===== src/hw/rtl/clpa_pkg.sv =====
// Types and constants for the closed-path area core
`default_nettype none

package clpa_pkg;

	localparam int COORD_BITS = 16;
	localparam int ACC_BITS   = 48;
	localparam int TERM_W     = COORD_BITS + 1;
	localparam int PAIR_W     = COORD_BITS + 2;
	localparam int IN_W       = ((2 * COORD_BITS + 7) / 8) * 8;
	localparam int OUT_W      = ((ACC_BITS + 7) / 8) * 8;
	localparam int STATUS_W   = 2;

	typedef logic signed [COORD_BITS-1:0] coord_t;
	typedef logic signed [TERM_W-1:0]     term_t;
	typedef logic signed [PAIR_W-1:0]     pair_t;
	typedef logic signed [ACC_BITS-1:0]   acc_t;

	localparam term_t TERM_ONE  = term_t'(1);
	localparam term_t TERM_MONE = term_t'(-1);

	typedef enum logic [STATUS_W-1:0] {
		ST_OK     = 2'd0,
		ST_NOT4   = 2'd1,
		ST_OPEN   = 2'd2
	} status_t;

	// result of checking one step between two points
	typedef struct packed {
		logic  ok;
		term_t term;
	} step_res_t;

endpackage

`default_nettype wire


===== src/hw/rtl/closed_path_area_4connected_core.sv =====
// From an accepted input word to its result word on the master side: input register, then output register.
// Throughput: one point per cycle; the input register only holds when a closing
// point meets an output word that has not yet been taken.
// Path state (first point, previous point, sum, fault) updates once per point.
// arst_n clears the valid flags, the fault flag and the sum, and arms the
// start-of-path flag; no clearing pass is needed.
`default_nettype none

module closed_path_area_4connected_core (
	input  wire                                  clk,
	input  wire                                  arst_n,
	input  wire                                  s_tvalid,
	output logic                                 s_tready,
	input  wire  [clpa_pkg::IN_W-1:0]            s_tdata,  // pos_x, pos_y
	input  wire                                  s_tlast,  // is_last
	output logic                                 m_tvalid,
	input  wire                                  m_tready,
	output logic [clpa_pkg::OUT_W-1:0]           m_tdata,  // area_twice
	output logic [clpa_pkg::STATUS_W-1:0]        m_tuser   // status
);

	// input register
	logic             valid_s1;
	logic             last_s1;
	clpa_pkg::coord_t x_s1;
	clpa_pkg::coord_t y_s1;
	logic             go_s1;

	// path state
	clpa_pkg::coord_t start_x_q;
	clpa_pkg::coord_t start_y_q;
	clpa_pkg::coord_t prev_x_q;
	clpa_pkg::coord_t prev_y_q;
	clpa_pkg::acc_t   area_q;
	logic             fault_q;
	logic             first_q;

	// output register
	logic               out_valid_q;
	clpa_pkg::acc_t     out_area_q;
	clpa_pkg::status_t  out_status_q;

	clpa_pkg::step_res_t step_r;
	clpa_pkg::step_res_t close_r;
	logic                take_step;
	logic                fault_n;
	clpa_pkg::coord_t    p2_x;
	clpa_pkg::coord_t    p2_y;
	clpa_pkg::coord_t    st_x;
	clpa_pkg::coord_t    st_y;
	clpa_pkg::term_t     t1;
	clpa_pkg::pair_t     t_both;
	clpa_pkg::acc_t      base;
	clpa_pkg::acc_t      sum1;
	clpa_pkg::acc_t      sum_close;
	clpa_pkg::status_t   status_n;

	assign go_s1    = valid_s1 && (!last_s1 || !out_valid_q || m_tready);
	assign s_tready = !valid_s1 || go_s1;

	always_ff @(posedge clk or negedge arst_n) begin
		if (!arst_n) begin
			valid_s1 <= 1'b0;
		end else if (s_tready) begin
			valid_s1 <= s_tvalid;
		end
	end

	always_ff @(posedge clk) begin
		if (s_tvalid && s_tready) begin
			x_s1    <= clpa_pkg::coord_t'(s_tdata[clpa_pkg::COORD_BITS-1:0]);
			y_s1    <= clpa_pkg::coord_t'(s_tdata[2*clpa_pkg::COORD_BITS-1:clpa_pkg::COORD_BITS]);
			last_s1 <= s_tlast;
		end
	end

	// step from the previous point to this one
	clpa_step u_step (
		.from_x (prev_x_q),
		.from_y (prev_y_q),
		.to_x   (x_s1),
		.to_y   (y_s1),
		.res    (step_r)
	);

	assign take_step = !first_q && !fault_q && step_r.ok;
	assign fault_n   = !first_q && (fault_q || !step_r.ok);
	assign p2_x      = (first_q || take_step) ? x_s1 : prev_x_q;
	assign p2_y      = (first_q || take_step) ? y_s1 : prev_y_q;
	assign st_x      = first_q ? x_s1 : start_x_q;
	assign st_y      = first_q ? y_s1 : start_y_q;

	// closing step back to the first point; zero term when already there
	clpa_step u_close (
		.from_x (p2_x),
		.from_y (p2_y),
		.to_x   (st_x),
		.to_y   (st_y),
		.res    (close_r)
	);

	assign t1        = take_step ? step_r.term : '0;
	assign t_both    = clpa_pkg::pair_t'(t1) + clpa_pkg::pair_t'(close_r.term);
	assign base      = first_q ? '0 : area_q;
	assign sum1      = base + clpa_pkg::acc_t'(t1);
	assign sum_close = base + clpa_pkg::acc_t'(t_both);

	always_comb begin
		if (fault_n) begin
			status_n = clpa_pkg::ST_NOT4;
		end else if (!close_r.ok) begin
			status_n = clpa_pkg::ST_OPEN;
		end else begin
			status_n = clpa_pkg::ST_OK;
		end
	end

	always_ff @(posedge clk or negedge arst_n) begin
		if (!arst_n) begin
			first_q <= 1'b1;
			fault_q <= 1'b0;
			area_q  <= '0;
		end else if (go_s1) begin
			first_q <= last_s1;
			fault_q <= fault_n;
			area_q  <= sum1;
		end
	end

	always_ff @(posedge clk or negedge arst_n) begin
		if (!arst_n) begin
			start_x_q <= '0;
			start_y_q <= '0;
			prev_x_q  <= '0;
			prev_y_q  <= '0;
		end else if (go_s1) begin
			start_x_q <= st_x;
			start_y_q <= st_y;
			prev_x_q  <= p2_x;
			prev_y_q  <= p2_y;
		end
	end

	always_ff @(posedge clk or negedge arst_n) begin
		if (!arst_n) begin
			out_valid_q <= 1'b0;
		end else if (go_s1 && last_s1) begin
			out_valid_q <= 1'b1;
		end else if (m_tready) begin
			out_valid_q <= 1'b0;
		end
	end

	always_ff @(posedge clk) begin
		if (go_s1 && last_s1) begin
			out_area_q   <= (status_n == clpa_pkg::ST_OK) ? sum_close : '0;
			out_status_q <= status_n;
		end
	end

	assign m_tvalid = out_valid_q;
	assign m_tdata  = clpa_pkg::OUT_W'($unsigned(out_area_q));
	assign m_tuser  = out_status_q;

endmodule

`default_nettype wire


===== src/hw/rtl/clpa_step.sv =====
// Unit-step check and twice-area term for a step between two points
`default_nettype none

module clpa_step (
	input  clpa_pkg::coord_t    from_x,
	input  clpa_pkg::coord_t    from_y,
	input  clpa_pkg::coord_t    to_x,
	input  clpa_pkg::coord_t    to_y,
	output clpa_pkg::step_res_t res
);

	clpa_pkg::term_t dx;
	clpa_pkg::term_t dy;
	clpa_pkg::term_t fx;
	clpa_pkg::term_t fy;
	logic            dx_zero;
	logic            dy_zero;
	logic            dx_unit;
	logic            dy_unit;

	assign fx = clpa_pkg::term_t'(from_x);
	assign fy = clpa_pkg::term_t'(from_y);
	assign dx = clpa_pkg::term_t'(to_x) - fx;
	assign dy = clpa_pkg::term_t'(to_y) - fy;

	assign dx_zero = (dx == '0);
	assign dy_zero = (dy == '0);
	assign dx_unit = (dx == clpa_pkg::TERM_ONE) || (dx == clpa_pkg::TERM_MONE);
	assign dy_unit = (dy == clpa_pkg::TERM_ONE) || (dy == clpa_pkg::TERM_MONE);

	always_comb begin
		res.ok = (dx_zero && (dy_zero || dy_unit)) || (dy_zero && dx_unit);
		if (dx == clpa_pkg::TERM_ONE) begin
			res.term = -fy;
		end else if (dx == clpa_pkg::TERM_MONE) begin
			res.term = fy;
		end else if (dy == clpa_pkg::TERM_ONE) begin
			res.term = fx;
		end else if (dy == clpa_pkg::TERM_MONE) begin
			res.term = -fx;
		end else begin
			res.term = '0;
		end
	end

endmodule

`default_nettype wire


===== config.mk =====
export PLATFORM = sky130hd
export DESIGN_NAME = closed_path_area_4connected_core
export DESIGN_NICKNAME = d
export VERILOG_FILES = /design/src/hw/rtl/clpa_pkg.sv /design/src/hw/rtl/closed_path_area_4connected_core.sv /design/src/hw/rtl/clpa_step.sv
export SDC_FILE = /design/constraint.sdc
export NUM_CORES = 1
export LEC_CHECK = 0
export ABC_CLOCK_PERIOD_IN_PS = 12800
export BUFFER_PORTS_ARGS = -buffer_cell sky130_fd_sc_hd__buf_2
export CAP_MARGIN = 20
export CORE_ASPECT_RATIO = 0.7
export CORE_UTILIZATION = 58
export DETAILED_ROUTE_END_ITERATION = 16
export PLACE_DENSITY_LB_ADDON = 0.3
export SETUP_SLACK_MARGIN = 0.05
export SYNTH_ARGS = -nofsm -noshare
export SYNTH_HDL_FRONTEND = slang
export SYNTH_SLANG_ARGS = --single-unit

===== constraint.sdc =====
create_clock -name clk -period 12.8 [get_ports clk]
set_input_delay 1.92 -clock clk [delete_from_list [all_inputs] [get_ports clk]]
set_output_delay 1.92 -clock clk [all_outputs]
set_load 0.05 [all_outputs]

==> reports/results.ini, run 1 <==
[run_status]
status=finished, final reports clean

[floorplan]
die_h_um=155.9
core_area_um2=32830
initial_utilization=0.5982
io_pins=89
die-width_um=221.9
num_rows=55
die_area_um2=34610

[yosys]
synth_top_family_by_area=simple AND/OR/NAND/NOR gates
ys_warn_count=0
syn_area_um2=19640
synthMuxAreaShare=0.05728
synth.most_common_cell=inv_1
synth_compound_area_frac=0.1924
ys_types=94
yosys_most_used_dff=dfrtp_1
synth-edff-count=83
synth-seq-cells=199
synthTopCellsByArea=dfrtp_1 (15%), edfxtp_1 (13%), ha_1 (10%)
synth_xor_area_frac=0.06780
synth-simple-area-share=0.1962
synthAdderAreaFrac=0.1566
syn_area_per_cell_um2=8.493
syn_nets=2563
syn-instance-count=2312
synth.top_cell.area_share=0.1466
seq_area_frac_synth=0.2748
synth_commonest_cells=inv_1 (212), nand2_1 (206), nor2_1 (194)
yosys.area.top_type=dfrtp_1
synthArstFlopShare=0.5829

[clocking]
clk_latency_ps=470
clk_pin_slew_ps=90
cts.path.max_buffers=2
cts_tree=yes
hold_buffers=0
cts.sinks=199
ctsHtreeMaxLevel=4
numCtsBuffers=17
cts_root_buf=clkbuf_16

[critical_path]
crit_path_end_kind=flop
cp-startpoint=x_s1[0]
critPathArrivalTime_ps=12400
cp_max_fo=5
required_ps=12990
cp-start-kind=flop
crit_path_top_delay_cell=fa_1
crit_top_cell=a21o_1
criticalPathCategory=flop to flop
cpPeakStageDelay_ps=540
r2r-start=x_s1[0]

[timing]
setup_violations=0
worst_slack_ps=594.6
slew_viol_final=0
tightest_slew_ps=1150
skew_ps=15.83
hold_viol_final=0
fin_crit_ps=12210
timing.slew.headroom=0.2281
fin_crit_sh=0.9536
fmax_ghz=0.08193

[global_routing]
grt_pass1_wl_mm=92.90
globalRouteOverflowTotal=0
antenna_found_initial=0
first_global_vias=17280
grt_usage=0.3409
grt_max_degree=101

[cells_and_area]
instances_no_fill=2980
utilization=0.6912
final_nets=2791
drive_above_1_share=0.1923
area_delta_synth_final_pct=15.55
antenna_cells=0

[drt]
drt_pass1_iterations=8
ant_nets=0
via_per_inst=6.199
avgRoutedWirePerCell_um=19.52
vias=18470
drt_wl_total_mm=58.18
post-route-drc-count=0
drt_first_iter_violations=1969

[placed_design]
hpwl_mm=45.10
numPortBuffers=88
dp_slack_ps=-760.6
dp.cells=2929
gp_congestion=1.010

[min_path]
hp-class=flop to flop
hp-start=area_q[7]

[pwr]
p_leak_nw=10.68
pwr_density_cell_nw_per_um2=133.9
ir_drop_v=0.0001115

[job]
cap_violations=0

[timing repair]
action / CTS / global route
setup endpoints to repair: 12 / 12
buffers inserted: 8 / 12
pin swaps: 12 / 30
gates resized for setup: 30 / 55
[layout make-up]
type	instances	area, um^2
clock buffer	18	429.2
clock inverter	14	160.2
fill	2657	10140
inverter	213	799.5
multi-input combinational	1834	13490
sequential	199	5396
tap	427	534.3
timing repair buffer	275	1876
[logic make-up after synthesis]
family | after synthesis
buffers and inverters | 279
AND/OR/NAND/NOR | 778
multiplexers | 102
adder cells (fa/ha/maj) | 214
flip-flops | 199
AO/OA/AOI/OAI | 588
XOR/XNOR | 152
[layout by cell type, fill, tap and decap left out, drive strengths merged, types with 13 or more instances in the layout]
cell type  instances
inv              219
fa                53
o21ai            159
clkbuf            18
and3              23
o211ai            17
nand2            207
nand2b            37
nand3             53
o221ai            15
a21o              55
a21oi            156
a31oi             19
or2               13
and2              13
nand4             29
o21a              16
ha               161
dfrtp            115
mux2i             19
nor2b             44
xor2              60
a211oi            30
or3               28
xnor2             92
nor2             195
buf              275
nor4              27
mux2              83
edfxtp            83
nor3              70
[power by group]
part	internal, W	switching, W	total [W]
logic	0.000681	0.000964	0.00165
clock network	0.000294	0.000283	0.000576
registers	0.000747	0.0000700	0.000817
[through the flow]
step	TNS (ps)	hold WS [ps]	total power, W	instance area [um^2]
global route	-248.9	495.7	0.003210	22690
finish	0	475.1	0.003039	22690
global placement	-1417	450.8	0.002310	21630
detailed placement	-4608	462.4	0.002345	21630
floorplan	0	437.9	0.001880	19650
CTS	0	479.6	0.002949	22370
[final timing paths]
check | to | slack (ps) | cells past startpoint
worst max-delay path | m_tdata[47] | 590 | 64
worst min-delay path | area_q[7] | 480 | 2
worst max register to register | m_tdata[47] | 590 | 64
worst min register to register | area_q[7] | 480 | 2
max in group asynchronous | start_y_q[7] | 9770 | 3
min in group asynchronous | prev_x_q[12] | 1420 | 1
[state kept, by name, summed over array words and instances (netlist names)]
| signal | flops |
|---|---|
| area_q | 48 |
| fault_q | 1 |
| first_q | 1 |
| last_s1 | 1 |
| m_tdata | 48 |
| m_tuser | 2 |
| m_tvalid | 1 |
| prev_x_q | 16 |
| prev_y_q | 16 |
| start_x_q | 16 |
| start_y_q | 16 |
| valid_s1 | 1 |
| x_s1 | 16 |
| y_s1 | 16 |
[worst max-delay path: cells and delay by family (launching register included)]
kind | cells | cell delay, ps
AO/OA/AOI/OAI | 33 | 5900
AND/OR/NAND/NOR | 14 | 2170
adder cells (fa/ha/maj) | 7 | 2070
buffers and inverters | 8 | 1020
flip-flops | 1 | 370
XOR/XNOR | 2 | 350
[metal layers]
layer  vias up  global-route usage  wire [um]
li1       8764                   -          -
met1      8842              0.5089      27840
met2       799              0.5030      24280
met3        69             0.07194       5160
met4         0             0.07573        903
met5         -                   0          0
No activity file was read; power rests on OpenSTA's default activity.
==> run 2, diff against run 1 <==
--- a/config.mk
+++ b/config.mk
@@ -6,11 +6,11 @@
 export NUM_CORES = 1
 export LEC_CHECK = 0
 export ABC_CLOCK_PERIOD_IN_PS = 12800
-export BUFFER_PORTS_ARGS = -buffer_cell sky130_fd_sc_hd__buf_2
 export CAP_MARGIN = 20
 export CORE_ASPECT_RATIO = 0.7
-export CORE_UTILIZATION = 58
+export CORE_UTILIZATION = 60
 export DETAILED_ROUTE_END_ITERATION = 16
+export DONT_BUFFER_PORTS = 1
 export PLACE_DENSITY_LB_ADDON = 0.3
 export SETUP_SLACK_MARGIN = 0.05
 export SYNTH_ARGS = -nofsm -noshare
==> reports/results.ini, run 2 (synthesized netlist as in run 1, its figures left out) <==
[run_status]
status=finished, final reports clean

[drt]
ant_nets=0  ; unchanged
drt_first_iter_violations=1925  ; -2.2%
vias=17950  ; -2.8%
drt_wl_total_mm=57.31  ; -1.5%
avgRoutedWirePerCell_um=20.17  ; +3.3%
post-route-drc-count=0  ; unchanged
drt_pass1_iterations=6  ; -2
via_per_inst=6.319  ; +1.9%

[global_routing]
grt_pass1_wl_mm=90.01  ; -3.1%
grt_usage=0.3419  ; +0.0009881
grt_max_degree=117  ; +16%
antenna_found_initial=0  ; unchanged
globalRouteOverflowTotal=0  ; unchanged
first_global_vias=16620  ; -3.8%

[pwr]
p_seq_frac=0.282  ; +0.013
power_frac_comb=0.533  ; -0.008
pwr_density_cell_nw_per_um2=136.2  ; +1.7%
p_leak_nw=10.08  ; -5.6%
intPower_w=0.001681  ; -2.4%
ir_drop_v=0.0001127  ; +1.1%
p_clk_frac=0.185  ; -0.005
p_switching_w=0.001302  ; -1.1%
swShare=0.4364  ; +0.003158

[critical_path]
crit_path_top_delay_cell=or4_4
cp_max_fo=8  ; +3
cp-start-kind=flop
r2r-start=x_s1[0]
timing.rr.end=m_tdata[47]
criticalPathCategory=flop to flop
reg2reg_depth=63  ; -1.6%
reg2reg_slack_ps=400  ; -190 ps
critPathArrivalTime_ps=12580  ; +180 ps
cpPeakStageDelay_ps=550  ; about the same
required_ps=12990  ; about the same
crit_path_end_kind=flop

[min_path]
worstHoldEndpoint=area_q[17]
hp-start=area_q[17]
hp-class=flop to flop
hold_path_depth=2  ; unchanged

[placed_design]
dp.cells=2776  ; -5.2%
hpwl_mm=43.64  ; -3.3%
dpl_cell_area_um2=20680  ; -4.4%
gp_congestion=0.9788  ; -3.1%
numPortBuffers=0  ; -100%

[timing]
fmax_ghz=0.08067  ; -1.5%
final.setup.tns_ps=0  ; unchanged
fin_crit_sh=0.9685  ; +0.01494
timing.slew.headroom=0.2019  ; -0.02618
fin_crit_ps=12400  ; +191.3 ps
setup_violations=0  ; unchanged
tightest_slew_ps=1188  ; +37.92 ps
skew_ps=19.57  ; +3.738 ps
hold_viol_final=0  ; unchanged
slew_viol_final=0  ; unchanged

[cells_and_area]
antenna_cells=0  ; unchanged
area_delta_synth_final_pct=11.53
final_nets=2652  ; -5.0%
multi_input_area_um2=13550  ; +0.41%
layout_common_cells=inv_1 (208), nand2_1 (205), nor2_1 (190)
mostFrequentLayoutCell=inv_1
fillers=2596  ; -2.3%
instances_no_fill=2841  ; -4.7%
drive_above_1_share=0.1458  ; -0.04651
final_area_um2=21900  ; -3.5%
ff_latch_area_um2=5396  ; unchanged

[floorplan]
core_area_um2=32270  ; -1.7%
num_rows=55  ; unchanged
die_area_um2=33470  ; -3.3%
io_pins=89  ; unchanged
initial_utilization=0.6084  ; +0.01020
die-width_um=218.2  ; -1.7%
die_h_um=153.4  ; -1.7%

[clocking]
numCtsBuffers=17  ; unchanged
cts_tree=yes
cts_root_buf=clkbuf_16
ctsHtreeMaxLevel=4  ; unchanged
hold_buffers=0  ; unchanged
clk_latency_ps=470  ; about the same
clk_pin_slew_ps=80  ; about the same
cts.sinks=199  ; unchanged
cts.path.max_buffers=2  ; unchanged

[job]
cap_violations=0  ; unchanged

[run 2: cell count changes in the layout (fill, tap and decap cells not counted), moves of 3 or more]
| cell | before | now |
|---|---|---|
| buf_2 | 87 | 1 |
| buf_4 | 185 | 131 |
| inv_6 | 6 | 1 |
| o21ai_1 | 11 | 16 |
| a21boi_1 | 3 | 0 |
| clkbuf_8 | 0 | 3 |
| o21ai_2 | 10 | 7 |
[run 2: power groups by stage]
stage	combinational, W	sequential (W)	clock, W
6_report	0.00159	0.000841	0.000551
5_1_grt	0.00172	0.000850	0.000574
4_1_cts	0.00145	0.000838	0.000556
3_5_place_dp	0.00142	0.000851	0
3_3_place_gp	0.00140	0.000844	0
2_1_floorplan	0.00105	0.000831	0
[run 2: layout make-up]
class	instances	area share
clock buffer	22	0.02165
clock inverter	10	0.004342
inverter	213	0.03651
multi-input combinational	1834	0.6187
sequential	199	0.2464
tap	427	0.02440
timing repair buffer	136	0.04799
[run 2: per-layer routing]
| layer | part of all wire | vias up | track usage |
|---|---|---|---|
| li1 | - | 8495 | - |
| met1 | 0.48 | 8635 | 0.5304 |
| met3 | 0.089 | 60 | 0.06925 |
| met2 | 0.42 | 761 | 0.4859 |
| met5 | 0 | - | 0 |
| met4 | 0.014 | 0 | 0.06727 |
[run 2: worst max-delay path by stage]
stage	startpoint	to	slack, ps	depth (start not counted)
floorplan	prev_y_q[0]	m_tdata[44]	70	57
global placement	x_s1[0]	m_tdata[47]	-260	61
detailed placement	x_s1[0]	m_tdata[47]	-590	61
CTS	x_s1[0]	m_tdata[47]	60	63
global route	x_s1[0]	m_tdata[45]	-110	65
finish	x_s1[0]	m_tdata[47]	400	63
[run 2: repair_timing]
item	4_1_cts	5_1_grt
buffers inserted	9	22
pin swaps	5	50
endpoints found under the setup margin	11	13
resized for setup	26	69
endpoints found under the hold margin	0	0
cloned	0	0
[run 2: critical path: cells and delay by family (launching register included)]
family,cells,cell delay [ps]
AND/OR/NAND/NOR,15,2390
multiplexers,2,410
buffers and inverters,8,1110
AO/OA/AOI/OAI,29,5280
adder cells (fa/ha/maj),7,2070
flip-flops,1,380
XOR/XNOR,2,450
[run 2: stage by stage]
step	hold slack [ps]	utilization	setup WS, ps	power (W)
floorplan	437.9	-	66.67	0.001880
global placement	453.1	0.6407	-260.6	0.002240
detailed placement	460.6	0.6409	-587.1	0.002269
CTS	478.3	0.6631	56.88	0.002842
global route	506.5	0.6785	-112.4	0.003146
finish	476.0	0.6785	403.3	0.002983
